===== src/sv/rkw_pkg.sv =====
`timescale 1ns / 1ps
// ----------------------------------------------------------------------------
// rkw_pkg
// Shared widths, kernel codes and pipeline word types of the kernel weight block.
// ----------------------------------------------------------------------------
package rkw_pkg;

	localparam int TAP_W   = 16;  // tap distance, signed
	localparam int WGT_W   = 16;  // weight, signed Q2.14
	localparam int MAG_W   = 16;  // |tap distance|, 0..32768
	localparam int COEF_W  = 22;  // widest polynomial coefficient, signed
	localparam int ACC_W   = 26;  // Horner accumulator, signed
	localparam int CFG_W   = 32;
	localparam int PADDR_W = 4;

	localparam int ONE_Q14 = 16384;

	localparam logic [2:0] KS_NEAREST = 3'd0;
	localparam logic [2:0] KS_BOX     = 3'd1;
	localparam logic [2:0] KS_LINEAR  = 3'd2;
	localparam logic [2:0] KS_KEYS    = 3'd3;
	localparam logic [2:0] KS_MITCH   = 3'd4;
	localparam logic [2:0] KS_MAGIC   = 3'd5;
	localparam logic [2:0] KS_BSPLINE = 3'd6;

	typedef struct packed {
		logic [2:0]         ksel;
		logic signed [15:0] keys_a;
		logic [14:0]        mit_b;
		logic [14:0]        mit_c;
	} cfg_t;

	typedef struct packed {
		logic [MAG_W-1:0]         t;
		logic signed [ACC_W-1:0]  acc;
		logic signed [COEF_W-1:0] c2;
		logic signed [COEF_W-1:0] c1;
		logic signed [COEF_W-1:0] c0;
		logic                     div6;
	} pipe_t;

endpackage


===== src/sv/rkw_ifs.sv =====
`timescale 1ns / 1ps
// ----------------------------------------------------------------------------
// rkw_ifs
// Valid/ready channels for tap distance words and weight words.
// ----------------------------------------------------------------------------
interface rkw_tap_if;
	logic                              valid;
	logic                              ready;
	logic signed [rkw_pkg::TAP_W-1:0]  tap_offset;

	modport source (output valid, output tap_offset, input ready);
	modport sink   (input valid, input tap_offset, output ready);
endinterface

interface rkw_weight_if;
	logic                              valid;
	logic                              ready;
	logic signed [rkw_pkg::WGT_W-1:0]  weight;

	modport source (output valid, output weight, input ready);
	modport sink   (input valid, input weight, output ready);
endinterface


===== src/sv/rkw_regs.sv =====
`timescale 1ns / 1ps
// ----------------------------------------------------------------------------
// rkw_regs
// APB-style register file: kernel select, Keys a, Mitchell B and C.
// ----------------------------------------------------------------------------
module rkw_regs (
	input  logic                         clk,
	input  logic                         arst_n,
	input  logic                         psel,
	input  logic                         penable,
	input  logic                         pwrite,
	input  logic [rkw_pkg::PADDR_W-1:0]  paddr,
	input  logic [rkw_pkg::CFG_W-1:0]    pwdata,
	output logic [rkw_pkg::CFG_W-1:0]    prdata,
	output logic                         pready,
	output rkw_pkg::cfg_t                cfg
);

	localparam logic [1:0] REG_KSEL   = 2'd0;
	localparam logic [1:0] REG_KEYS_A = 2'd1;
	localparam logic [1:0] REG_MIT_B  = 2'd2;
	localparam logic [1:0] REG_MIT_C  = 2'd3;

	rkw_pkg::cfg_t cfg_q;
	logic [1:0]    idx;
	logic          wr;

	assign idx    = paddr[3:2];
	assign wr     = psel && penable && pwrite;
	assign pready = 1'b1;
	assign cfg    = cfg_q;

	always_ff @(posedge clk or negedge arst_n) begin
		if (!arst_n) begin
			cfg_q.ksel   <= rkw_pkg::KS_LINEAR;
			cfg_q.keys_a <= -16'sd8192;
			cfg_q.mit_b  <= 15'd5461;
			cfg_q.mit_c  <= 15'd5461;
		end else if (wr) begin
			case (idx)
				REG_KSEL:   cfg_q.ksel   <= pwdata[2:0];
				REG_KEYS_A: cfg_q.keys_a <= pwdata[15:0];
				REG_MIT_B:  cfg_q.mit_b  <= pwdata[14:0];
				REG_MIT_C:  cfg_q.mit_c  <= pwdata[14:0];
				default: begin
				end
			endcase
		end
	end

	always_comb begin
		case (idx)
			REG_KSEL:   prdata = rkw_pkg::CFG_W'(cfg_q.ksel);
			REG_KEYS_A: prdata = rkw_pkg::CFG_W'(unsigned'(cfg_q.keys_a));
			REG_MIT_B:  prdata = rkw_pkg::CFG_W'(cfg_q.mit_b);
			REG_MIT_C:  prdata = rkw_pkg::CFG_W'(cfg_q.mit_c);
			default:    prdata = '0;
		endcase
	end

endmodule


===== src/sv/rkw_coef.sv =====
`timescale 1ns / 1ps
// ----------------------------------------------------------------------------
// rkw_coef
// Stage 1: |tap|, support test, per-kernel cubic coefficients.
// ----------------------------------------------------------------------------
module rkw_coef #(
	parameter int POS_FRAC_BITS = 12
) (
	input  logic                             clk,
	input  logic                             en,
	input  logic signed [rkw_pkg::TAP_W-1:0] tap_offset,
	input  rkw_pkg::cfg_t                    cfg,
	output rkw_pkg::pipe_t                   p_s1
);

	localparam int CW = rkw_pkg::COEF_W;
	localparam int RW = rkw_pkg::MAG_W + 2;
	localparam logic [RW-1:0] ONE      = RW'(1) << POS_FRAC_BITS;
	localparam logic [RW-1:0] HALF     = ONE >> 1;
	localparam logic [RW-1:0] TWO      = ONE << 1;
	localparam logic [RW-1:0] ONE_HALF = ONE + HALF;
	localparam int Q = rkw_pkg::ONE_Q14;

	logic signed [rkw_pkg::TAP_W:0] x_ext, x_neg;
	logic [rkw_pkg::MAG_W-1:0]      t;
	logic [RW-1:0]                  tz;
	logic signed [CW-1:0]           a, b, c;
	logic signed [CW-1:0]           c3, c2, c1, c0;
	logic                           div6;

	always_comb begin
		x_ext = {tap_offset[rkw_pkg::TAP_W-1], tap_offset};
		x_neg = -x_ext;
		t     = tap_offset[rkw_pkg::TAP_W-1] ? rkw_pkg::MAG_W'(x_neg)
		                                     : rkw_pkg::MAG_W'(x_ext);
		tz    = RW'(t);
		a     = CW'(cfg.keys_a);
		b     = CW'(cfg.mit_b);
		c     = CW'(cfg.mit_c);
		c3    = '0;
		c2    = '0;
		c1    = '0;
		c0    = '0;
		div6  = 1'b0;
		case (cfg.ksel)
			rkw_pkg::KS_NEAREST: begin
				if (tz <= HALF) c0 = CW'(Q);
			end
			rkw_pkg::KS_BOX: begin
				c0 = CW'(Q);
			end
			rkw_pkg::KS_LINEAR: begin
				if (tz <= ONE) begin
					c1 = CW'(-Q);
					c0 = CW'(Q);
				end
			end
			rkw_pkg::KS_KEYS: begin
				if (tz <= ONE) begin
					c3 = CW'(a + 2 * Q);
					c2 = CW'(-(a + 3 * Q));
					c0 = CW'(Q);
				end else if (tz <= TWO) begin
					c3 = a;
					c2 = CW'(-5 * a);
					c1 = CW'(8 * a);
					c0 = CW'(-4 * a);
				end
			end
			rkw_pkg::KS_MITCH: begin
				div6 = 1'b1;
				if (tz < ONE) begin
					c3 = CW'(12 * Q - 9 * b - 6 * c);
					c2 = CW'(-18 * Q + 12 * b + 6 * c);
					c0 = CW'(6 * Q - 2 * b);
				end else if (tz < TWO) begin
					c3 = CW'(-b - 6 * c);
					c2 = CW'(6 * b + 30 * c);
					c1 = CW'(-12 * b - 48 * c);
					c0 = CW'(8 * b + 24 * c);
				end
			end
			rkw_pkg::KS_MAGIC: begin
				if (tz < HALF) begin
					c2 = CW'(-Q);
					c0 = CW'(12288);
				end else if (tz < ONE_HALF) begin
					c2 = CW'(8192);
					c1 = CW'(-24576);
					c0 = CW'(18432);
				end
			end
			rkw_pkg::KS_BSPLINE: begin
				div6 = 1'b1;
				if (tz <= ONE) begin
					c3 = CW'(3 * Q);
					c2 = CW'(-6 * Q);
					c0 = CW'(4 * Q);
				end else if (tz <= TWO) begin
					c3 = CW'(-Q);
					c2 = CW'(6 * Q);
					c1 = CW'(-12 * Q);
					c0 = CW'(8 * Q);
				end
			end
			default: begin
			end
		endcase
	end

	always_ff @(posedge clk) begin
		if (en) begin
			p_s1.t    <= t;
			p_s1.acc  <= rkw_pkg::ACC_W'(c3);
			p_s1.c2   <= c2;
			p_s1.c1   <= c1;
			p_s1.c0   <= c0;
			p_s1.div6 <= div6;
		end
	end

endmodule


===== src/sv/rkw_horner.sv =====
`timescale 1ns / 1ps
// ----------------------------------------------------------------------------
// rkw_horner
// One Horner step: acc = round(acc * t >> F) + next coefficient, registered.
// ----------------------------------------------------------------------------
module rkw_horner #(
	parameter int POS_FRAC_BITS = 12,
	parameter int STEP          = 0
) (
	input  logic           clk,
	input  logic           en,
	input  rkw_pkg::pipe_t p_in,
	output rkw_pkg::pipe_t p_out
);

	localparam int AW = rkw_pkg::ACC_W;
	localparam int PW = rkw_pkg::ACC_W + rkw_pkg::MAG_W + 1;
	localparam logic signed [PW-1:0] RND = PW'(1) << (POS_FRAC_BITS - 1);

	logic signed [PW-1:0]              prod, shifted;
	logic signed [rkw_pkg::COEF_W-1:0] cadd;
	rkw_pkg::pipe_t                    nxt;

	always_comb begin
		prod    = p_in.acc * $signed({1'b0, p_in.t});
		shifted = (prod + RND) >>> POS_FRAC_BITS;  // round half up
		cadd    = (STEP == 0) ? p_in.c2 : ((STEP == 1) ? p_in.c1 : p_in.c0);
		nxt     = p_in;
		nxt.acc = AW'(shifted) + AW'(cadd);
	end

	always_ff @(posedge clk) begin
		if (en) p_out <= nxt;
	end

endmodule


===== src/sv/rkw_div6.sv =====
`timescale 1ns / 1ps
// ----------------------------------------------------------------------------
// rkw_div6
// Stages 5-6: optional floor((v + 3) / 6) by reciprocal, then saturation.
// ----------------------------------------------------------------------------
module rkw_div6 (
	input  logic                             clk,
	input  logic                             en5,
	input  logic                             en6,
	input  rkw_pkg::pipe_t                   p_in,
	output logic signed [rkw_pkg::WGT_W-1:0] weight_s6
);

	localparam int AW   = rkw_pkg::ACC_W;
	localparam int UW   = AW + 2;
	localparam int HW   = AW;
	localparam int MW   = 32;
	localparam int PW   = HW + MW;
	localparam int OFFS = 1 << (AW - 2);      // bias / 6, makes the dividend positive
	localparam int BIAS = 6 * OFFS + 3;
	localparam logic [MW-1:0] RECIP3 = 32'd1431655765;  // floor(2^32 / 3)
	localparam logic signed [HW:0] WMAX = (HW + 1)'(32767);
	localparam logic signed [HW:0] WMIN = -(HW + 1)'(32768);

	logic signed [UW-1:0] u;
	logic [HW-1:0]        h;
	logic [PW-1:0]        prod;

	logic [HW-1:0]        h_s5, q0_s5;
	logic signed [AW-1:0] acc_s5;
	logic                 div6_s5;

	logic [HW+1:0]        r;
	logic [HW-1:0]        q;
	logic signed [HW:0]   wq, v;
	logic signed [rkw_pkg::WGT_W-1:0] sat;

	always_comb begin
		u    = UW'(p_in.acc) + UW'(BIAS);
		h    = u[HW:1];  // floor(u / 2), then divide by 3
		prod = PW'(h) * PW'(RECIP3);
	end

	always_ff @(posedge clk) begin
		if (en5) begin
			h_s5    <= h;
			q0_s5   <= prod[PW-1:MW];
			acc_s5  <= p_in.acc;
			div6_s5 <= p_in.div6;
		end
	end

	// quotient estimate is exact or one short
	always_comb begin
		r  = {2'b00, h_s5} - ({2'b00, q0_s5} + {1'b0, q0_s5, 1'b0});
		q  = q0_s5 + HW'(r >= (HW + 2)'(3));
		wq = $signed({1'b0, q}) - (HW + 1)'(OFFS);
		v  = div6_s5 ? wq : (HW + 1)'(acc_s5);
		if (v > WMAX)
			sat = 16'sh7fff;
		else if (v < WMIN)
			sat = -16'sh8000;
		else
			sat = rkw_pkg::WGT_W'(v);
	end

	always_ff @(posedge clk) begin
		if (en6) weight_s6 <= sat;
	end

endmodule


===== src/sv/resample_kernel_weight.sv =====
`timescale 1ns / 1ps
// ----------------------------------------------------------------------------
// resample_kernel_weight
// Interpolation weight of a selectable resampling kernel for one tap distance.
// ----------------------------------------------------------------------------
// Usage:
//  - taps: valid/ready channel, one word = signed tap distance (POS_FRAC_BITS
//    fraction bits). weights: valid/ready channel, one word = signed Q2.14
//    weight, saturated. One weight word per tap word, in order.
//  - APB-style port: 0x0 kernel select, 0x4 Keys a, 0x8 Mitchell B,
//    0xC Mitchell C. pready is tied high. Write registers only while no word
//    is in flight.
//  - Six register stages from tap accept to weight valid: coefficient
//    select, three Horner steps, reciprocal multiply, fixup and saturate.
//  - Throughput: one word per cycle while the weight sink is ready; each
//    Horner step owns its multiplier.
//  - Reset clears all stage valid bits and loads the register defaults
//    (linear kernel, a = -0.5, B = C = 1/3).
//  - When the weight sink stalls, words close up into empty stages; taps.ready
//    drops only once all six stages hold words. Nothing is lost or repeated.
// ----------------------------------------------------------------------------
module resample_kernel_weight #(
	parameter int POS_FRAC_BITS = 12
) (
	input  logic                         clk,
	input  logic                         arst_n,
	rkw_tap_if.sink                      taps,
	rkw_weight_if.source                 weights,
	input  logic                         psel,
	input  logic                         penable,
	input  logic                         pwrite,
	input  logic [rkw_pkg::PADDR_W-1:0]  paddr,
	input  logic [rkw_pkg::CFG_W-1:0]    pwdata,
	output logic [rkw_pkg::CFG_W-1:0]    prdata,
	output logic                         pready
);

	rkw_pkg::cfg_t  cfg;
	rkw_pkg::pipe_t p_s1, p_s2, p_s3, p_s4;
	logic signed [rkw_pkg::WGT_W-1:0] weight_s6;

	// stage valid bits and load enables
	logic v_s1, v_s2, v_s3, v_s4, v_s5, v_s6;
	logic en1, en2, en3, en4, en5, en6;

	// a stage loads when it is empty or its content moves on
	assign en6 = !v_s6 || weights.ready;
	assign en5 = !v_s5 || en6;
	assign en4 = !v_s4 || en5;
	assign en3 = !v_s3 || en4;
	assign en2 = !v_s2 || en3;
	assign en1 = !v_s1 || en2;

	assign taps.ready     = en1;
	assign weights.valid  = v_s6;
	assign weights.weight = weight_s6;

	always_ff @(posedge clk or negedge arst_n) begin
		if (!arst_n) begin
			v_s1 <= 1'b0;
			v_s2 <= 1'b0;
			v_s3 <= 1'b0;
			v_s4 <= 1'b0;
			v_s5 <= 1'b0;
			v_s6 <= 1'b0;
		end else begin
			if (en1) v_s1 <= taps.valid;
			if (en2) v_s2 <= v_s1;
			if (en3) v_s3 <= v_s2;
			if (en4) v_s4 <= v_s3;
			if (en5) v_s5 <= v_s4;
			if (en6) v_s6 <= v_s5;
		end
	end

	rkw_regs u_regs (
		.clk     (clk),
		.arst_n  (arst_n),
		.psel    (psel),
		.penable (penable),
		.pwrite  (pwrite),
		.paddr   (paddr),
		.pwdata  (pwdata),
		.prdata  (prdata),
		.pready  (pready),
		.cfg     (cfg)
	);

	// |t|, support window and coefficients c3..c0
	rkw_coef #(.POS_FRAC_BITS(POS_FRAC_BITS)) u_coef (
		.clk        (clk),
		.en         (en1),
		.tap_offset (taps.tap_offset),
		.cfg        (cfg),
		.p_s1       (p_s1)
	);

	// Horner: acc = c3 -> +c2 -> +c1 -> +c0
	rkw_horner #(.POS_FRAC_BITS(POS_FRAC_BITS), .STEP(0)) u_h2 (
		.clk   (clk),
		.en    (en2),
		.p_in  (p_s1),
		.p_out (p_s2)
	);

	rkw_horner #(.POS_FRAC_BITS(POS_FRAC_BITS), .STEP(1)) u_h3 (
		.clk   (clk),
		.en    (en3),
		.p_in  (p_s2),
		.p_out (p_s3)
	);

	rkw_horner #(.POS_FRAC_BITS(POS_FRAC_BITS), .STEP(2)) u_h4 (
		.clk   (clk),
		.en    (en4),
		.p_in  (p_s3),
		.p_out (p_s4)
	);

	// Mitchell and B-spline carry 6x coefficients; divide here, then clamp
	rkw_div6 u_div6 (
		.clk       (clk),
		.en5       (en5),
		.en6       (en6),
		.p_in      (p_s4),
		.weight_s6 (weight_s6)
	);

	// empty output stage frees the whole chain
	a_empty_tail_ready: assert property (@(posedge clk) disable iff (!arst_n)
		!v_s6 |-> taps.ready)
		else $error("taps.ready low with output stage empty");

	a_full_stall_blocks: assert property (@(posedge clk) disable iff (!arst_n)
		(v_s1 && v_s2 && v_s3 && v_s4 && v_s5 && v_s6 && !weights.ready)
		|-> !taps.ready)
		else $error("tap word taken into a full stalled pipeline");

	a_accept_enters: assert property (@(posedge clk) disable iff (!arst_n)
		(taps.valid && taps.ready) |=> v_s1)
		else $error("accepted tap word missing from stage 1");

	a_no_invented: assert property (@(posedge clk) disable iff (!arst_n)
		(weights.valid && weights.ready && !v_s5) |=> !weights.valid)
		else $error("weight word appeared without a source word");

endmodule

===== src/flat_wrapper.sv =====
// flat-port wrapper written by rule: the top's interface ports become plain ports
module resample_kernel_weight_flat 
#(
	parameter int POS_FRAC_BITS = 12
)
  (clk, arst_n, psel, penable, pwrite, paddr, pwdata, prdata, pready, taps_valid, taps_tap_offset, taps_ready, weights_valid, weights_weight, weights_ready);
  rkw_tap_if taps_i ();
  rkw_weight_if weights_i ();
  input  logic clk;
  input  logic arst_n;
  input  logic psel;
  input  logic penable;
  input  logic pwrite;
  input  logic [rkw_pkg::PADDR_W-1:0] paddr;
  input  logic [rkw_pkg::CFG_W-1:0] pwdata;
  output logic [rkw_pkg::CFG_W-1:0] prdata;
  output logic pready;
  input wire logic [$bits(taps_i.valid)-1:0] taps_valid;
  input wire logic [$bits(taps_i.tap_offset)-1:0] taps_tap_offset;
  output wire logic [$bits(taps_i.ready)-1:0] taps_ready;
  output wire logic [$bits(weights_i.valid)-1:0] weights_valid;
  output wire logic [$bits(weights_i.weight)-1:0] weights_weight;
  input wire logic [$bits(weights_i.ready)-1:0] weights_ready;
  assign taps_i.valid = taps_valid;
  assign taps_i.tap_offset = taps_tap_offset;
  assign taps_ready = taps_i.ready;
  assign weights_valid = weights_i.valid;
  assign weights_weight = weights_i.weight;
  assign weights_i.ready = weights_ready;
  resample_kernel_weight #(.POS_FRAC_BITS(POS_FRAC_BITS)) u_core (.clk(clk), .arst_n(arst_n), .taps(taps_i), .weights(weights_i), .psel(psel), .penable(penable), .pwrite(pwrite), .paddr(paddr), .pwdata(pwdata), .prdata(prdata), .pready(pready));
endmodule

===== config.mk =====
export PLATFORM = sky130hd
export DESIGN_NAME = resample_kernel_weight_flat
export DESIGN_NICKNAME = d
export VERILOG_FILES = /design/src/sv/rkw_pkg.sv /design/src/sv/rkw_ifs.sv /design/src/sv/rkw_regs.sv /design/src/sv/rkw_coef.sv /design/src/sv/rkw_horner.sv /design/src/sv/rkw_div6.sv /design/src/sv/resample_kernel_weight.sv /design/src/flat_wrapper.sv
export SDC_FILE = /design/constraint.sdc
export NUM_CORES = 2
export LEC_CHECK = 0
export ABC_CLOCK_PERIOD_IN_PS = 17200
export BUFFER_PORTS_ARGS = -buffer_cell sky130_fd_sc_hd__clkbuf_2
export CAP_MARGIN = 20
export CORE_MARGIN = 1
export CORE_UTILIZATION = 50
export CTS_CLUSTER_SIZE = 16
export DETAILED_ROUTE_END_ITERATION = 10
export PLACE_DENSITY = 0.66
export SYNTH_ARGS = -nofsm -noshare
export SYNTH_HDL_FRONTEND = slang
export SYNTH_HIERARCHICAL = 1
export SYNTH_SLANG_ARGS = --single-unit

===== constraint.sdc =====
create_clock -name clk -period 17.2 [get_ports clk]
set_clock_uncertainty 0.15 [all_clocks]
set_input_delay 3.44 -clock clk [delete_from_list [all_inputs] [get_ports clk]]
set_output_delay 3.44 -clock clk [all_outputs]
set_load 0.03 [all_outputs]

==> run_results.csv <==
group,metric,value,unit
setup_path,crit_path_top_delay_cell,"o21ai_0",
global_routing,grt_pass1_wl,365000,microns
drt,drc,0,
setup_path,rrSetupSlack,6.75,ns
setup_path,slowest_delay,0.80,ns
setup_path,critical_path_class,"flip-flop to flip-flop",
min_path,min-delay-start,"u_core/u_h4/p_out[0]",
clock_tree,cts_hold_buf,0,
yosys,netlist_area,0.0854,sq mm
sta,fin_crit_sh,60.8,%
die,die_h,415,microns
clock_tree,path_clk_slew,0.07,ns
placement,gp_congestion,0.974,
sta,hold_viol,0,
sta,fmaxAchievable,95.6,MHz
cells_and_area,fillCellCount,15500,
outcome,status,"complete, no violations",
global_routing,grt_usage,27.0,%
drt,routedWlPerCell,20.2,microns
sta,tightest_slew,1.16,ns
yosys,ys.warnings.count,6,
placement,dp_hpwl,183000,microns
cells_and_area,area_growth,4.85,%
global_routing,grt.overflow.total,0,
drt,wirelength,229000,microns
global_routing,grt_max_degree,75,
yosys,synth.avg_cell_area,9.37,sq um
sta,fin_crit,10.45,ns
min_path,hold_depth,0,
global_routing,gr-usage-met2,45.3,%
global_routing,grt_pass1_vias,65700,
setup_path,ff2ff_path_depth,33,
setup_path,worst-path-max-fanout,6,
clock_tree,cts_tree,"yes",
cells_and_area,final_common_cell,"inv_1",
clock_tree,cts_setup_buffers,0,
placement,io_buffers,74,
clock_tree,cts_root_buf,"clkbuf_16",
clock_tree,clockBufferDepth,3,
drt,vias,62300,
clock_tree,cts_resized,0,
die,initial_utilization,50.4,%
sta,drv_slew,0,
drt,antenna_left,0,
global_routing,met3_usage,3.09,%
drt,drtIter0Drc,4369,
sta,rsz0062_at_grt,"false",
setup_path,endpoint_kind,"flip-flop",
sta,setup_viol,0,
setup_path,cp.required,17.39,ns
global_routing,grt.met1_usage,35.6,%
yosys,syn_inst,9114,
die,ioPinCount,110,
sta,slew_headroom,22.6,%
global_routing,grt-busiest-layer,"met2",
min_path,min_to,"u_core/u_div6/div6_s5",
setup_path,r2r_start,"u_core/u_h4/p_out[67]",
setup_path,cp-start-kind,"flip-flop",
die,core_area,0.169,sq mm
clock_tree,clk_latency,0.61,ns
cells_and_area,final_cell_mix,"2022 x inv_1, 1325 x fa_1, 1000 x ha_1, 787 x and2_1, 716 x nand2_1",
drt,vias_per_cell,5.51,
placement,place_ws,6.79,ns
setup_path,r2r_end,"u_core/u_div6/q0_s5[24]",
die,die-width,415,microns
sta,fin_tns_setup,0,ns
clock_tree,htreeDepth,2,
die,die_area,0.172,sq mm
die,rows,151,
cells_and_area,drive_gt1_share,4.59,%
clock_tree,cts_sinks,430,
drt,dr.pass1.iters,9,
clock_tree,cts_buffers,45,
cells_and_area,fin_nets,11400,
sta,fin_ws,6.75,ns
global_routing,antenna_found_initial,10,
setup_path,cp.arrival,10.64,ns
min_path,min_path_type,"flip-flop to flip-flop",
run,maxCapViolCount,0,
how the worst max path moves through the flow:
stage,startpoint,to,slack (ns)
2_1_floorplan,weights_ready,taps_ready,6.76
3_3_place_gp,u_core/u_h4/p_out[67],u_core/u_div6/q0_s5[24],6.93
3_5_place_dp,u_core/u_h4/p_out[67],u_core/u_div6/q0_s5[24],6.79
4_1_cts,u_core/u_h4/p_out[67],u_core/u_div6/q0_s5[24],6.69
5_1_grt,u_core/u_h4/p_out[67],u_core/u_div6/q0_s5[24],6.05
6_report,u_core/u_h4/p_out[67],u_core/u_div6/q0_s5[24],6.75
cell type report:
type                    count  area (sq um)  area share (%)
multi-input cells        6388         64000            71.4
flip-flops and latches    430         12700            14.1
inverters                2025          7600            8.49
well taps                2218          2780            3.10
clock buffers              52          1150            1.29
repair buffers            166          1060            1.18
clock inverters            30           350           0.391
diodes                      1          2.50         0.00279
layer usage:
layer  part of all wire (%)  wire length [microns]  vias up
met5                  0.010                     23        -
met1                     42                  96200    31200
met4                    4.6                  10500        4
li1                       -                      -    28600
met3                    5.9                  13400      457
met2                     47                 109000     1997
critical path, delay by kind of cell (launching register included):
family	cells	cell delay, ns
DFF	1	0.38
xor gates and xnor gates	5	1.44
adders and majority gates	8	3.39
AOI/OAI and AO/OA	6	1.91
buffers and inverters	4	0.30
and+or+nand+nor	10	2.64
flip-flops by register name (all words and copies together), names as in the netlist, 16 cells and up:
name                     cells
u_core/u_h3/p_out           65
u_core/u_div6/weight_s6     16
u_core/u_h4/p_out           27
u_core/u_div6/acc_s5        26
u_core/u_div6/q0_s5         25
u_core/u_div6/h_s5          26
u_core/u_h2/p_out           87
u_core/u_coef/p_s1         102
u_core/u_regs/cfg           49
metrics by stage:
step                      hold WS, ns  cell area [sq um]  utilization [%]  cells
after floorplan                 0.250              85500                -   9131
after global placement          0.251              88100             52.0  11200
after detailed placement        0.255              88100             52.0  11200
after CTS                       0.243              89600             52.8  11300
after global routing            0.265              89600             52.8  11300
final                           0.258              89600             52.8  11300
Power is left out: the tool's default activity adds up to more than one toggle a clock period on the data nets, which glitch-free logic cannot reach.
